$ cat src/rtl/usd_pkg.sv
`timescale 1ns / 1ps

package usd_pkg;

  // Widths of the word fields.
  localparam int unsigned ByteW  = 8;
  localparam int unsigned CpW    = 21;
  localparam int unsigned UsedW  = 3;
  localparam int unsigned OutDataW = 24;

  localparam logic [CpW-1:0] ReplacementChar = 21'h00FFFD;
  localparam logic [CpW-1:0] SurrLo          = 21'h00D800;
  localparam logic [CpW-1:0] SurrHi          = 21'h00DFFF;
  localparam logic [CpW-1:0] MaxScalar       = 21'h10FFFF;

  // Sequence lengths held in the decoder state.
  localparam logic [UsedW-1:0] LenNone = 3'd0;
  localparam logic [UsedW-1:0] LenOne  = 3'd1;
  localparam logic [UsedW-1:0] LenTwo  = 3'd2;
  localparam logic [UsedW-1:0] LenThree = 3'd3;
  localparam logic [UsedW-1:0] LenFour = 3'd4;

  typedef enum logic [2:0] {
    CLS_CONT    = 3'd0,
    CLS_ASCII   = 3'd1,
    CLS_LEAD2   = 3'd2,
    CLS_LEAD3   = 3'd3,
    CLS_LEAD4   = 3'd4,
    CLS_ILLEGAL = 3'd5
  } byte_class_e;

  typedef struct packed {
    logic [CpW-1:0]   code_point;
    logic [UsedW-1:0] bytes_used;
    logic             was_invalid;
    logic             last_of_run;
  } result_t;

  // One queue entry holds everything a single input byte produced.
  typedef struct packed {
    logic    two;
    result_t r0;
    result_t r1;
  } entry_t;

  function automatic byte_class_e classify(logic [ByteW-1:0] b);
    byte_class_e c;
    if (b[7] == 1'b0) begin
      c = CLS_ASCII;
    end else if (b[7:6] == 2'b10) begin
      c = CLS_CONT;
    end else if (b[7:5] == 3'b110) begin
      c = CLS_LEAD2;
    end else if (b[7:4] == 4'b1110) begin
      c = CLS_LEAD3;
    end else if (b[7:3] == 5'b11110) begin
      c = CLS_LEAD4;
    end else begin
      c = CLS_ILLEGAL;
    end
    return c;
  endfunction

  // True when a finished sequence of the given length holds a legal,
  // shortest-form scalar outside the surrogate range.
  function automatic logic scalar_ok(logic [UsedW-1:0] len, logic [CpW-1:0] v);
    logic in_len;
    unique case (len)
      LenTwo:   in_len = (v >= 21'h000080) && (v <= 21'h0007FF);
      LenThree: in_len = (v >= 21'h000800) && (v <= 21'h00FFFF);
      LenFour:  in_len = (v >= 21'h010000) && (v <= MaxScalar);
      default:  in_len = 1'b0;
    endcase
    return in_len && !((v >= SurrLo) && (v <= SurrHi));
  endfunction

endpackage

$ cat src/rtl/usd_front.sv
`timescale 1ns / 1ps

module usd_front (
  input  logic                       clk_i,
  input  logic                       rst_ni,
  input  logic                       s_axis_tvalid,
  output logic                       s_axis_tready,
  input  logic [usd_pkg::ByteW-1:0]  s_axis_tdata,
  input  logic                       q_full_i,
  output logic                       push_o,
  output usd_pkg::entry_t            push_entry_o
);

  logic [usd_pkg::CpW-1:0]   part_q, part_d;
  logic [usd_pkg::UsedW-1:0] exp_q, exp_d;
  logic [usd_pkg::UsedW-1:0] seen_q, seen_d;

  usd_pkg::byte_class_e      cls;
  logic                      accept;
  logic                      seq_open;
  logic                      fr_valid;
  usd_pkg::result_t          fr_res;
  logic [usd_pkg::UsedW-1:0] fr_exp;
  logic [usd_pkg::CpW-1:0]   fr_part;
  logic [usd_pkg::CpW-1:0]   acc;
  logic [usd_pkg::UsedW-1:0] seen_inc;
  logic                      ok;

  assign s_axis_tready = !q_full_i;
  assign accept        = s_axis_tvalid && s_axis_tready;
  assign cls           = usd_pkg::classify(s_axis_tdata);
  assign seq_open      = (exp_q >= usd_pkg::LenTwo) && (exp_q <= usd_pkg::LenFour);
  assign acc           = {part_q[usd_pkg::CpW-7:0], s_axis_tdata[5:0]};
  assign seen_inc      = seen_q + usd_pkg::LenOne;
  assign ok            = usd_pkg::scalar_ok(exp_q, acc);

  // Handling of a byte that arrives with no sequence open.
  always_comb begin
    fr_valid = 1'b0;
    fr_res   = '0;
    fr_exp   = usd_pkg::LenNone;
    fr_part  = '0;
    unique case (cls)
      usd_pkg::CLS_ASCII: begin
        fr_valid = 1'b1;
        fr_res   = '{code_point: usd_pkg::CpW'(s_axis_tdata), bytes_used: usd_pkg::LenOne,
                     was_invalid: 1'b0, last_of_run: 1'b1};
      end
      usd_pkg::CLS_LEAD2: begin
        fr_exp  = usd_pkg::LenTwo;
        fr_part = usd_pkg::CpW'(s_axis_tdata[4:0]);
      end
      usd_pkg::CLS_LEAD3: begin
        fr_exp  = usd_pkg::LenThree;
        fr_part = usd_pkg::CpW'(s_axis_tdata[3:0]);
      end
      usd_pkg::CLS_LEAD4: begin
        fr_exp  = usd_pkg::LenFour;
        fr_part = usd_pkg::CpW'(s_axis_tdata[2:0]);
      end
      default: begin
        fr_valid = 1'b1;
        fr_res   = '{code_point: usd_pkg::ReplacementChar, bytes_used: usd_pkg::LenOne,
                     was_invalid: 1'b1, last_of_run: 1'b1};
      end
    endcase
  end

  always_comb begin
    part_d       = part_q;
    exp_d        = exp_q;
    seen_d       = seen_q;
    push_o       = 1'b0;
    push_entry_o = '0;
    if (accept) begin
      if (!seq_open) begin
        push_o          = fr_valid;
        push_entry_o.r0 = fr_res;
        exp_d           = fr_valid ? usd_pkg::LenNone : fr_exp;
        seen_d          = fr_valid ? usd_pkg::LenNone : usd_pkg::LenOne;
        part_d          = fr_valid ? part_q : fr_part;
      end else if (cls != usd_pkg::CLS_CONT) begin
        // Truncated sequence: report what was consumed, then restart on this byte.
        push_o           = 1'b1;
        push_entry_o.two = fr_valid;
        push_entry_o.r0  = '{code_point: usd_pkg::ReplacementChar, bytes_used: seen_q,
                             was_invalid: 1'b1, last_of_run: !fr_valid};
        push_entry_o.r1  = fr_res;
        exp_d            = fr_valid ? usd_pkg::LenNone : fr_exp;
        seen_d           = fr_valid ? usd_pkg::LenNone : usd_pkg::LenOne;
        part_d           = fr_part;
      end else if (seen_inc < exp_q) begin
        part_d = acc;
        seen_d = seen_inc;
      end else begin
        push_o          = 1'b1;
        push_entry_o.r0 = '{code_point: ok ? acc : usd_pkg::ReplacementChar,
                            bytes_used: exp_q, was_invalid: !ok, last_of_run: 1'b1};
        part_d          = '0;
        exp_d           = usd_pkg::LenNone;
        seen_d          = usd_pkg::LenNone;
      end
    end
  end

  always_ff @(posedge clk_i or negedge rst_ni) begin
    if (!rst_ni) begin
      part_q <= '0;
      exp_q  <= usd_pkg::LenNone;
      seen_q <= usd_pkg::LenNone;
    end else begin
      part_q <= part_d;
      exp_q  <= exp_d;
      seen_q <= seen_d;
    end
  end

endmodule

$ cat src/rtl/usd_queue.sv
`timescale 1ns / 1ps

module usd_queue #(
  parameter int unsigned Depth = 4
) (
  input  logic            clk_i,
  input  logic            rst_ni,
  input  logic            push_i,
  input  usd_pkg::entry_t push_entry_i,
  input  logic            pop_i,
  output usd_pkg::entry_t head_o,
  output logic            full_o,
  output logic            empty_o
);

  localparam int unsigned PtrW = (Depth > 1) ? $clog2(Depth) : 1;
  localparam int unsigned CntW = $clog2(Depth + 1);

  usd_pkg::entry_t  slots_q [Depth];
  logic [PtrW-1:0]  wr_ptr_q, rd_ptr_q;
  logic [CntW-1:0]  count_q;
  logic             do_push, do_pop;

  assign full_o  = (count_q == CntW'(Depth));
  assign empty_o = (count_q == '0);
  assign do_push = push_i && !full_o;
  assign do_pop  = pop_i && !empty_o;
  assign head_o  = slots_q[rd_ptr_q];

  always_ff @(posedge clk_i) begin
    if (do_push) begin
      slots_q[wr_ptr_q] <= push_entry_i;
    end
  end

  always_ff @(posedge clk_i or negedge rst_ni) begin
    if (!rst_ni) begin
      wr_ptr_q <= '0;
      rd_ptr_q <= '0;
      count_q  <= '0;
    end else begin
      if (do_push) begin
        wr_ptr_q <= (wr_ptr_q == PtrW'(Depth - 1)) ? '0 : wr_ptr_q + 1'b1;
      end
      if (do_pop) begin
        rd_ptr_q <= (rd_ptr_q == PtrW'(Depth - 1)) ? '0 : rd_ptr_q + 1'b1;
      end
      if (do_push && !do_pop) begin
        count_q <= count_q + 1'b1;
      end else if (do_pop && !do_push) begin
        count_q <= count_q - 1'b1;
      end
    end
  end

endmodule

$ cat src/rtl/usd_back.sv
`timescale 1ns / 1ps

module usd_back (
  input  logic                          clk_i,
  input  logic                          rst_ni,
  input  usd_pkg::entry_t               head_i,
  input  logic                          empty_i,
  output logic                          pop_o,
  output logic                          m_axis_tvalid,
  input  logic                          m_axis_tready,
  output logic [usd_pkg::OutDataW-1:0]  m_axis_tdata,
  output logic                          m_axis_tuser,
  output logic                          m_axis_tlast
);

  logic             valid_q, valid_d;
  usd_pkg::result_t res_q, res_d;
  logic             phase_q, phase_d;
  logic             load;
  usd_pkg::result_t cur;

  // Phase selects the second result of a two-result entry.
  assign cur  = phase_q ? head_i.r1 : head_i.r0;
  assign load = !valid_q || m_axis_tready;

  always_comb begin
    valid_d = valid_q;
    res_d   = res_q;
    phase_d = phase_q;
    pop_o   = 1'b0;
    if (load) begin
      valid_d = !empty_i;
      if (!empty_i) begin
        res_d = cur;
        if (head_i.two && !phase_q) begin
          phase_d = 1'b1;
        end else begin
          phase_d = 1'b0;
          pop_o   = 1'b1;
        end
      end
    end
  end

  always_ff @(posedge clk_i or negedge rst_ni) begin
    if (!rst_ni) begin
      valid_q <= 1'b0;
      phase_q <= 1'b0;
    end else begin
      valid_q <= valid_d;
      phase_q <= phase_d;
    end
  end

  always_ff @(posedge clk_i) begin
    res_q <= res_d;
  end

  assign m_axis_tvalid = valid_q;
  assign m_axis_tdata  = {res_q.bytes_used, res_q.code_point};
  assign m_axis_tuser  = res_q.was_invalid;
  assign m_axis_tlast  = res_q.last_of_run;

endmodule

$ cat src/rtl/utf8_stream_decoder.sv
// A byte is written into the entry queue when it is accepted, and its first code point
// is then loaded from the queue head into the output register.
// Throughput: one byte per cycle in while the queue is not full and one code point per
// cycle out while the sink is ready; a byte that closes a truncated sequence and also
// stands alone yields two code points, which the entry queue between the halves absorbs.
// Reset (rst_ni low, asynchronous) closes any open sequence, empties the queue
// and drops the output valid.
`timescale 1ns / 1ps

module utf8_stream_decoder #(
  parameter int unsigned QueueDepth = 4
) (
  input  logic                          clk_i,
  input  logic                          rst_ni,
  // Byte input. tdata: data_byte [7:0].
  input  logic                          s_axis_tvalid,
  output logic                          s_axis_tready,
  input  logic [usd_pkg::ByteW-1:0]     s_axis_tdata,
  // Code point output. tdata: code_point [20:0], bytes_used [23:21].
  // tuser: was_invalid. tlast: last_of_run, set on the final word a byte causes.
  output logic                          m_axis_tvalid,
  input  logic                          m_axis_tready,
  output logic [usd_pkg::OutDataW-1:0]  m_axis_tdata,
  output logic                          m_axis_tuser,
  output logic                          m_axis_tlast
);

  // The front half owns the sequence state (accumulator, expected length, count)
  // and turns each byte combinationally into zero, one or two results. Bytes
  // that produce results become one queue entry; the back half drains entries
  // one word per cycle, while the sink is ready, into a registered output stage.
  logic            push;
  usd_pkg::entry_t push_entry;
  logic            q_full;
  logic            q_empty;
  logic            pop;
  usd_pkg::entry_t head;

  usd_front u_front (
    .clk_i         (clk_i),
    .rst_ni        (rst_ni),
    .s_axis_tvalid (s_axis_tvalid),
    .s_axis_tready (s_axis_tready),
    .s_axis_tdata  (s_axis_tdata),
    .q_full_i      (q_full),
    .push_o        (push),
    .push_entry_o  (push_entry)
  );

  usd_queue #(
    .Depth (QueueDepth)
  ) u_queue (
    .clk_i        (clk_i),
    .rst_ni       (rst_ni),
    .push_i       (push),
    .push_entry_i (push_entry),
    .pop_i        (pop),
    .head_o       (head),
    .full_o       (q_full),
    .empty_o      (q_empty)
  );

  // The output register holds a finished word while it waits for the sink; the
  // front keeps taking bytes into the entry queue until the queue fills.
  usd_back u_back (
    .clk_i         (clk_i),
    .rst_ni        (rst_ni),
    .head_i        (head),
    .empty_i       (q_empty),
    .pop_o         (pop),
    .m_axis_tvalid (m_axis_tvalid),
    .m_axis_tready (m_axis_tready),
    .m_axis_tdata  (m_axis_tdata),
    .m_axis_tuser  (m_axis_tuser),
    .m_axis_tlast  (m_axis_tlast)
  );

endmodule

$ cat config.mk
export PLATFORM = sky130hd
export DESIGN_NAME = utf8_stream_decoder
export DESIGN_NICKNAME = d
export VERILOG_FILES = /design/src/rtl/usd_pkg.sv /design/src/rtl/usd_front.sv /design/src/rtl/usd_queue.sv /design/src/rtl/usd_back.sv /design/src/rtl/utf8_stream_decoder.sv
export SDC_FILE = /design/constraint.sdc
export NUM_CORES = 1
export LEC_CHECK = 0
export BUFFER_PORTS_ARGS = -buffer_cell sky130_fd_sc_hd__buf_2
export CORE_MARGIN = 1
export CORE_UTILIZATION = 50
export DETAILED_ROUTE_END_ITERATION = 10
export HOLD_SLACK_MARGIN = 0.05
export MAX_ROUTING_LAYER = met4
export PLACE_DENSITY_LB_ADDON = 0.1
export REMOVE_ABC_BUFFERS = 1
export SYNTH_ARGS = -nofsm -noshare
export SYNTH_HDL_FRONTEND = slang
export SYNTH_SLANG_ARGS = --single-unit
export TNS_END_PERCENT = 100
$ cat constraint.sdc
create_clock -name clk_i -period 4.36 [get_ports clk_i]
set_clock_uncertainty 0.15 [all_clocks]
set_input_delay 0 -clock clk_i [delete_from_list [all_inputs] [get_ports clk_i]]
set_output_delay 0 -clock clk_i [all_outputs]
set_load 0.01 [all_outputs]
==> results.ini, run 1 <==
[worst_setup_path]
crit_path_end_kind=flip-flop
slowest_stage=and2_1
critical-path-max-stage-delay_ns=0.45
crit_chain=ha_1 -> ha_1 -> a21bo_1 -> a21oi_1 -> nor3_2 -> nor3_1 -> buf_4 -> and2_1 -> buf_12
path_buf_inv=2
worstPathMaxFanout=29
critPathTopFamily=simple AND/OR/NAND/NOR gates
start_kind=flip-flop
crit_arrival_ns=3.62
critPathKind=flip-flop to flip-flop
r2r_slack_ns=0.71
cpMostUsedCell=ha_1
crit_required_ns=4.32

[routing]
dr_total_vias=4443
wire_per_inst_um=20.8
drt_iter0_drc=345
finalWirelength_mm=16.2
routed_via_density=5.70
drt_pre_antenna_iters=5
drcViolationCount=0
ant_nets=0

[floorplan]
ios=40
dieArea_um2=16900
initial_core_util=0.515
die_x_um=130
rows=46
die_h_um=130
core_area_um2=15900

[power_and_ir_drop]
ir_worst_vdd_v=0.000467
power_w=0.00614
cellPowerDensity_nw_per_um2=647
leakage_nw=3.47

[status]
status=finished clean

[global_routing]
grt_pass1_wl_mm=25.2
grt_start_max_net_pins=39
track_usage=0.214
grt_pass1_vias=4471
grt_remaining_overflow=0
grt_antenna_before_repair=0

[clock_tree]
cts_setup_buffers=0
clk_latency_ns=0.43
cts_made_buffers=17
clk_path_buf_depth=2
clk_pin_slew_worst_paths_ns=0.07
cts_root_buf=clkbuf_16
h-tree-depth=4
cts.sinks=200
cts_tree=built

[timing]
period_minus_slack_ns=3.65
worst_pin_slew_ns=1.08
slew_headroom=0.276
grt_setup_unrepaired=false
hold_viol=0
setup_viol=0
fmaxAchievable_mhz=274
post-route-period-util=0.838
setup_tns_ns=0
maxSlewViolCount=0

[yosys]
yosys_warnings=0
synth_seq_area_share=0.713
synth-edff-count=170
syn_area_um2=8210
synth_top_cell_by_area=edfxtp_1
syn_avg_cell_area_um2=16.8
ys.flop_type=edfxtp_1
synth_top_cells_by_area=edfxtp_1 62%, mux4_2 9.9%, dfrtp_1 9.1%, nand2_1 2.7%, a22o_1 2.1%
synthCells=488
async_flop_share=0.150
yosysMostFrequentCell=edfxtp_1
synthTopCellsByCount=170 x edfxtp_1, 59 x nand2_1, 36 x mux4_2, 30 x dfrtp_1, 20 x a22o_1
ys_ff_latch=200
synth.top_cell.area_share=0.621
ys_types=48

[run]
max_cap_viol_count=0

[cells_and_area]
drive_gt1_frac=0.240
nFillCells=1217
area_delta_synth_final_pct=15.5
post-route-util=0.595
stdcell_area_um2=9490
nets=572
antenna_cells=0

[placement]
numPortBuffers=39
hpwl_mm=9.96
place_area_um2=8750
place_congestion=0.800

[min_path]
min_path_type=input port to flip-flop

## cells by family (layout without fill, tap and decap cells)
group | Yosys count | count (layout) | share of synthesized area
fa+ha+maj | 10 | 10 | 0.0161
flops | 200 | 200 | 0.713
simple gates | 121 | 121 | 0.0754
xor+xnor | 5 | 5 | 0.00533
buf+inv | 40 | 115 | 0.0201
mux | 43 | 43 | 0.108
compound gates | 69 | 69 | 0.0620
## metrics by stage
step	worst slack [ns]	cells	hold WS [ns]
after CTS	0.752	779	0.157
after detailed placement	0.770	732	-0.0579
after global routing	0.502	779	0.158
after global placement	0.823	732	-0.0616
after floorplan	0.422	463	-0.446
final	0.708	779	0.161
## routing by layer
layer,part of all wire,GRT usage
met1,0.45,0.289
met2,0.50,0.330
met3,0.035,0.0361
met4,0.019,0.0773
met5,0,-
## layout make-up
type,count,area (um^2),share of cell area
Sequential cell,200,5860,0.617
Multi-Input combinational cell,248,2200,0.232
Timing Repair Buffer,68,523,0.0551
Clock buffer,23,488,0.0514
Tap cell,216,270,0.0285
Clock inverter,9,90.1,0.00949
Inverter,15,56.3,0.00593
## path summary, 6_finish.rpt
kind / startpoint / end / cells after the start
setup / recovery: u_front.seen_q[0]$_DFFE_PN0P_ / u_queue.slots_q[2][6]$_DFFE_PP_ / 9
hold / removal: m_axis_tready / u_back.m_axis_tvalid$_DFFE_PN0N_ / 3
setup reg to reg: u_front.seen_q[0]$_DFFE_PN0P_ / u_queue.slots_q[2][6]$_DFFE_PP_ / 9
hold reg to reg: u_queue.count_q[2]$_DFFE_PN0P_ / u_queue.count_q[2]$_DFFE_PN0P_ / 1
max in group asynchronous: rst_ni / u_front.part_q[3]$_DFFE_PN0P_ / 4
min in group asynchronous: rst_ni / u_back.phase_q$_DFFE_PN0P_ / 4
## sequential cells by signal, summed over array words and instances (netlist names)
register	count
u_queue.rd_ptr_q	2
u_queue.count_q	3
u_back.m_axis_tdata	24
u_back.m_axis_tvalid	1
u_queue.slots_q	144
u_front.seen_q	3
u_queue.wr_ptr_q	2
u_back.m_axis_tlast	1
u_back.phase_q	1
u_front.exp_q	3
u_front.part_q	15
u_back.m_axis_tuser	1
## where the power goes
group          total [W]  switching [W]  internal (W)  leakage, nW
logic            0.00180        0.00102      0.000782         1.22
clock network    0.00152       0.000667      0.000853        0.280
registers        0.00282       0.000147       0.00267         1.97
## worst min-delay path, stage by stage
cell and delay [ns]:
dlygate4sd3_1 0.52, buf_2 0.10, o21ai_0 0.07
## cell usage in the layout (no fill, tap or decap), types with 4 or more instances in the layout
cell	netlist	layout
nand2_1	59	59
ha_1	9	9
nor3_1	6	6
buf_4	0	9
clkbuf_8	0	4
nor4_2	6	6
dlygate4sd3_1	0	14
mux2_2	4	4
a21o_1	8	8
buf_12	0	6
nand3_1	8	8
a22o_1	20	20
and2_1	15	15
a21oi_1	8	7
inv_1	15	15
dfrtp_1	30	29
o21a_1	9	9
mux4_2	36	36
clkbuf_16	0	17
o21ai_0	9	9
edfxtp_1	170	170
buf_2	6	39
nor2_1	9	9
nor4_1	4	4
## timing repair
action,CTS,global route
hold endpoints to repair,103,0
gates resized for setup,0,0
hold buffers,15,0
setup endpoints to repair,0,0
No activity file was read; power rests on OpenSTA's default activity.
==> run 2, diff against run 1 <==
Clock period 4.36 ns to 3.2 ns, I/O delays scaled along.
==> run 2 against run 1 <==
  * Worst hold slack lost 0.016 ns
  * Total power grew 38%
  * Register-to-register slack got worse by 0.51 ns
  * Global-route usage is 0.61 points higher
  * Maximum frequency rose by 22%
  * Non-clock buffer count increased by 11
  * First-iteration DRC count rose by 7.8%
  * Setup slack got worse by 0.51 ns
  * Combinational power rose by 36%
  * Critical path depth is 3 higher
  * Flip-flop and latch count is the same
  * Final cell count grew 1.4%
  * Critical path type unchanged
  * Largest cell class unchanged
==> results.ini, run 2 (synthesized netlist as in run 1, its figures left out) <==
[clock_tree]
h-tree-depth=4  ; unchanged
cts_tree=built  ; unchanged
cts_root_buf=clkbuf_16  ; unchanged
cts_made_buffers=17  ; unchanged
clk_path_buf_depth=2  ; unchanged
clk_latency_ns=0.43  ; about the same
cts.sinks=200  ; unchanged
clk_pin_slew_worst_paths_ns=0.07  ; about the same
cts_setup_buffers=0  ; unchanged

[cells_and_area]
nFillCells=1217  ; unchanged
drive_gt1_frac=0.253  ; was 0.240
final_common_cell=edfxtp_1  ; unchanged
antenna_cells=0  ; unchanged
regMostFlops=u_queue.slots_q  ; unchanged
area_delta_synth_final_pct=16.9  ; was 15.5%
multi_input_comb_area_um2=2210  ; was 2200 um^2
layout_common_cells=170 x edfxtp_1, 59 x nand2_1, 39 x buf_2  ; unchanged
post-route-util=0.602  ; was 0.595
largest_reg_flops=144  ; unchanged
nets=583  ; was 572
register_area_um2=5860  ; unchanged

[worst_setup_path]
critPathKind=flip-flop to flip-flop  ; unchanged
r2r_start=u_front.seen_q[1]$_DFFE_PN0P_  ; was u_front.seen_q[0]$_DFFE_PN0P_
crit_path_end_kind=flip-flop  ; unchanged
r2r_cells=12  ; was 9
crit_arrival_ns=3.21  ; was 3.62 ns
crit_start=u_front.seen_q[1]$_DFFE_PN0P_  ; was u_front.seen_q[0]$_DFFE_PN0P_
worstPathMaxFanout=3  ; was 29
reg2reg_to=u_queue.count_q[2]$_DFFE_PN0P_  ; was u_queue.slots_q[2][6]$_DFFE_PP_
start_kind=flip-flop  ; unchanged
r2r_slack_ns=0.20  ; was 0.71 ns
crit_end=u_queue.count_q[2]$_DFFE_PN0P_  ; was u_queue.slots_q[2][6]$_DFFE_PP_
crit_required_ns=3.41  ; was 4.32 ns

[min_path]
min_path_type=input port to flip-flop  ; unchanged
hold_depth=3  ; unchanged

[placement]
hpwl_mm=9.63  ; was 9.96 mm
place_congestion=0.797  ; was 0.800
numPortBuffers=39  ; unchanged

[routing]
ant_nets=0  ; unchanged
wire_per_inst_um=20.5  ; was 20.8 um
wirelength_met1_mm=7.36  ; was 7.29 mm
routed-wl-met3_um=603  ; was 572 um
drt_iter0_drc=372  ; was 345
routed_via_density=5.62  ; was 5.70
drcViolationCount=0  ; unchanged
dr_total_vias=4442  ; was 4443
finalWirelength_mm=16.2  ; about the same
top_layer=met4  ; unchanged
wl_met2_mm=7.97  ; was 8.04 mm
drt_pre_antenna_iters=4  ; was 5

[power_and_ir_drop]
cellPowerDensity_nw_per_um2=886  ; was 647 nW/um^2
ir_worst_vdd_v=0.000686  ; was 0.000467 V
leakage_nw=3.53  ; was 3.47 nW
power_w=0.00850  ; was 0.00614 W

[global_routing]
grt_pass1_vias=4638  ; was 4471
grt_pass1_wl_mm=25.8  ; was 25.2 mm
grt_remaining_overflow=0  ; unchanged
grt_start_max_net_pins=39  ; unchanged
track_usage=0.221  ; was 0.214
grt_antenna_before_repair=0  ; unchanged

[timing]
hold_viol=0  ; unchanged
slew_headroom=0.473  ; was 0.276
grt_setup_unrepaired=false  ; unchanged
worst_pin_slew_ns=0.790  ; was 1.08 ns
post-route-period-util=0.938  ; was 0.838
maxSlewViolCount=0  ; unchanged
setup_viol=0  ; unchanged
period_minus_slack_ns=3.00  ; was 3.65 ns
fmaxAchievable_mhz=333  ; was 274 MHz

[floorplan]
die_h_um=130  ; unchanged
rows=46  ; unchanged
ios=40  ; unchanged
dieArea_um2=16900  ; unchanged
core_area_um2=15900  ; unchanged
initial_core_util=0.515  ; unchanged
die_x_um=130  ; unchanged

[run]
max_cap_viol_count=0  ; unchanged

[status]
status=finished clean  ; unchanged

-- run 2: cell types whose count changed in the layout (fill, tap and decap cells not counted), moves of 2 or more --
cell	change
clkbuf_8	-4
dlygate4sd3_1	+3
bufinv_16	+2
buf_4	+9
-- run 2: where the power goes --
| part | total, W | switching, W | internal (W) |
|---|---|---|---|
| clock | 0.00219 | 0.000953 | 0.00124 |
| combinational | 0.00245 | 0.00138 | 0.00108 |
| sequential | 0.00386 | 0.000218 | 0.00364 |
| total | 0.00850 | 0.00255 | 0.00596 |
-- run 2: worst min path at each step --
stage	start	endpoint
finish	m_axis_tready	u_back.m_axis_tvalid$_DFFE_PN0N_
global route	m_axis_tready	u_back.m_axis_tvalid$_DFFE_PN0N_
CTS	m_axis_tready	u_back.m_axis_tvalid$_DFFE_PN0N_
global placement	rst_ni	u_queue.rd_ptr_q[1]$_DFFE_PN0P_
floorplan	rst_ni	u_back.m_axis_tvalid$_DFFE_PN0N_
detailed placement	rst_ni	u_queue.count_q[2]$_DFFE_PN0P_
-- run 2: timing repair --
item	in CTS	in global routing
endpoints found under the setup margin	0	2
hold endpoints to repair	106	0
hold buffers	18	0
resized for setup	0	2
-- run 2: layout make-up --
cell class / instances / share of cell area
clock buffers: 18 / 0.0447
clock inverters: 14 / 0.0180
inverters: 15 / 0.00587
multi-input cells: 248 / 0.231
flip-flops and latches: 200 / 0.610
well taps: 216 / 0.0282
repair buffers: 79 / 0.0626
-- run 2: critical path, cell delays in order, from the launching register on --
cell and delay, ns:
dfrtp_1 0.40, ha_1 0.30, ha_1 0.29, a21bo_1 0.22, a21oi_2 0.18, nor3_2 0.07
nor3_2 0.22, ha_1 0.21, inv_1 0.06, fa_1 0.38, xor2_1 0.17, nor2_1 0.11
xor2_1 0.16
-- run 2: metal layers --
layer / vias to the layer above / track usage
met3: 16 / 0.0472
met2: 90 / 0.338
met4: 0 / 0.0869
met5: - / -
li1: 2044 / -
met1: 2292 / 0.290
-- run 2: metrics by stage --
step / cells / instance area, um^2 / worst slack (ns) / hold WS [ns] / setup TNS [ns]
global route: 790 / 9600 / 0.0395 / 0.171 / 0
global placement: 740 / 8800 / 0.205 / -0.0657 / 0
CTS: 790 / 9590 / 0.0531 / 0.119 / 0
finish: 790 / 9600 / 0.199 / 0.144 / 0
floorplan: 463 / 8110 / -0.738 / -0.446 / -107.50
detailed placement: 740 / 8800 / 0.0754 / -0.0565 / 0
==> run 3, diff against run 2 <==
Settings changed: RECOVER_POWER from default to 50.
==> run 3 against run 2 <==
  * The flow now finishes with violations (max-capacitance violations, max-slew violations)
  * First-iteration DRC count shrank 3.5%
  * Routed wire length shrank 0.60%
  * Utilization shrank 0.50 points
  * Count of clock-buffer cells in the layout is the same
  * Combinational power shrank 3%
  * Register-to-register slack is essentially flat
  * Setup slack gained 0.0053 ns
  * Clock power is essentially flat
  * Total power shrank 0.86%
  * Global-route usage is the same
  * Final cell count is the same
  * Critical path type unchanged
==> results.ini, run 3 (synthesized netlist as in run 1, its figures left out) <==
[status]
status=finished with violations  ; was finished clean
violations=max-capacitance violations, max-slew violations

[cells_and_area]
drive_gt1_frac=0.192  ; was 0.253
nFillCells=1244  ; was 1217
area_delta_synth_final_pct=15.9  ; was 16.9%
layout_common_cells=170 x edfxtp_1, 59 x nand2_1, 36 x mux4_2  ; was 170 x edfxtp_1, 59 x nand2_1, 39 x buf_2
largest_reg_flops=144  ; unchanged
stdcell_area_um2=9520  ; was 9600 um^2
post-route-util=0.597  ; was 0.602
nets=583  ; unchanged
final_common_cell=edfxtp_1  ; unchanged
instances_no_fill=790  ; unchanged
regMostFlops=u_queue.slots_q  ; unchanged
antenna_cells=0  ; unchanged

[timing]
slew_headroom=-0.104  ; was 0.473
maxSlewViolCount=31  ; was 0
period_minus_slack_ns=3.00  ; about the same
fmaxAchievable_mhz=334  ; was 333 MHz
worst_pin_slew_ns=1.66  ; was 0.790 ns
hold_viol=0  ; unchanged
grt_setup_unrepaired=false  ; unchanged
post-route-period-util=0.936  ; was 0.938
setup_slack_ns=0.205  ; was 0.199 ns
setup_viol=0  ; unchanged

[routing]
ant_nets=0  ; unchanged
drcViolationCount=0  ; unchanged
wire_per_inst_um=20.3  ; was 20.5 um
routed_via_density=5.59  ; was 5.62
dr_total_vias=4420  ; was 4442
drt_iter0_drc=359  ; was 372
finalWirelength_mm=16.1  ; was 16.2 mm
drt_pre_antenna_iters=4  ; unchanged

[floorplan]
initial_core_util=0.515  ; unchanged
die_h_um=130  ; unchanged
dieArea_um2=16900  ; unchanged
rows=46  ; unchanged
ios=40  ; unchanged
core_area_um2=15900  ; unchanged
die_x_um=130  ; unchanged

[global_routing]
grt_pass1_vias=4638  ; unchanged
track_usage=0.221  ; unchanged
grt_start_max_net_pins=39  ; unchanged
grt_pass1_wl_mm=25.8  ; unchanged
grt_remaining_overflow=0  ; unchanged
grt_antenna_before_repair=0  ; unchanged

[min_path]
min_path_type=input port to flip-flop  ; unchanged

[power_and_ir_drop]
leakage_nw=3.42  ; was 3.53 nW
ir_worst_vdd_v=0.000679  ; was 0.000686 V
power_w=0.00843  ; was 0.00850 W
cellPowerDensity_nw_per_um2=885  ; was 886 nW/um^2

[clock_tree]
cts_root_buf=clkbuf_16  ; unchanged
h-tree-depth=4  ; unchanged
clk_pin_slew_worst_paths_ns=0.07  ; about the same
cts_made_buffers=17  ; unchanged
cts.sinks=200  ; unchanged
cts_setup_buffers=0  ; unchanged
clk_path_buf_depth=2  ; unchanged
clk_latency_ns=0.43  ; about the same
cts_tree=built  ; unchanged

[worst_setup_path]
crit_required_ns=3.40  ; was 3.41 ns
cpMostUsedCell=ha_1  ; unchanged
critical-path-max-stage-delay_ns=0.40  ; about the same
start_kind=flip-flop  ; unchanged
crit_chain=ha_1 -> ha_1 -> a21bo_1 -> a21oi_2 -> nor3_1 -> nor3_2 -> ha_1 -> inv_1 -> fa_1 -> xor2_1 -> nor2_1 -> xor2_1  ; was ha_1 -> ha_1 -> a21bo_1 -> a21oi_2 -> nor3_2 -> nor3_2 -> ha_1 -> inv_1 -> fa_1 -> xor2_1 -> nor2_1 -> xor2_1
crit_arrival_ns=3.20  ; was 3.21 ns
crit_path_end_kind=flip-flop  ; unchanged
critPathKind=flip-flop to flip-flop  ; unchanged
slowest_stage=dfrtp_1  ; unchanged
worstPathMaxFanout=3  ; unchanged

[placement]
hpwl_mm=9.63  ; unchanged
place_area_um2=8800  ; unchanged
dp_cells=740  ; unchanged
post-place-ws_ns=0.0754  ; unchanged
place_congestion=0.797  ; unchanged
numPortBuffers=39  ; unchanged

[run]
max_cap_viol_count=1  ; was 0

[run 3: cell types whose count changed in the layout (fill, tap and decap cells not counted), sizes merged]
cell and delta:
clkbuf +36, buf -36
[run 3: what timing repair did]
action | in CTS | in global routing
setup endpoints to repair | 0 | 2
hold buffers | 18 | 0
endpoints found under the hold margin | 106 | 0
resized for setup | 0 | 2
[run 3: final timing paths]
path	start	depth (start not counted)	slack [ns]	endpoint
setup / recovery	u_front.seen_q[1]$_DFFE_PN0P_	12	0.20	u_queue.count_q[2]$_DFFE_PN0P_
hold / removal	m_axis_tready	3	0.15	u_back.m_axis_tvalid$_DFFE_PN0N_
setup reg to reg	u_front.seen_q[1]$_DFFE_PN0P_	12	0.20	u_queue.count_q[2]$_DFFE_PN0P_
hold reg to reg	u_queue.count_q[2]$_DFFE_PN0P_	1	0.37	u_queue.count_q[2]$_DFFE_PN0P_
max in group asynchronous	rst_ni	4	0.84	u_queue.rd_ptr_q[0]$_DFFE_PN0P_
min in group asynchronous	rst_ni	4	0.99	u_queue.rd_ptr_q[1]$_DFFE_PN0P_
[run 3: cell type report]
class / count / area (um^2) / share of cell area
clock buffers: 18 / 429 / 0.0451
clock inverters: 14 / 173 / 0.0181
inverters: 15 / 56.3 / 0.00591
multi-input cells: 248 / 2210 / 0.232
flip-flops and latches: 200 / 5860 / 0.615
well taps: 216 / 270 / 0.0284
repair buffers: 79 / 526 / 0.0552
[run 3: report_power, final]
| part | internal (W) | switching, W | leakage [nW] |
|---|---|---|---|
| clock network | 0.00124 | 0.000951 | 0.287 |
| registers | 0.00364 | 0.000225 | 1.97 |
| logic | 0.00101 | 0.00136 | 1.17 |
| total | 0.00589 | 0.00254 | 3.42 |
[run 3: metrics by stage]
step                      setup TNS (ns)  hold WS (ns)
after floorplan                  -107.50        -0.446
after global placement                 0       -0.0657
after detailed placement               0       -0.0565
after CTS                              0         0.119
after global routing                   0         0.171
final                                  0         0.149
[run 3: worst max-delay path: cells and delay by family, from the launching register on]
family	cells	cell delay (ns)
flops	1	0.40
compound gates	2	0.38
xor+xnor	2	0.33
simple gates	3	0.41
fa+ha+maj	4	1.18
buf+inv	1	0.06
[run 3: per-layer routing]
metal  part of all wire  global-route usage
met1               0.46               0.290
met5                  0                   -
met2               0.49               0.338
met4              0.015              0.0869
met3              0.029              0.0472
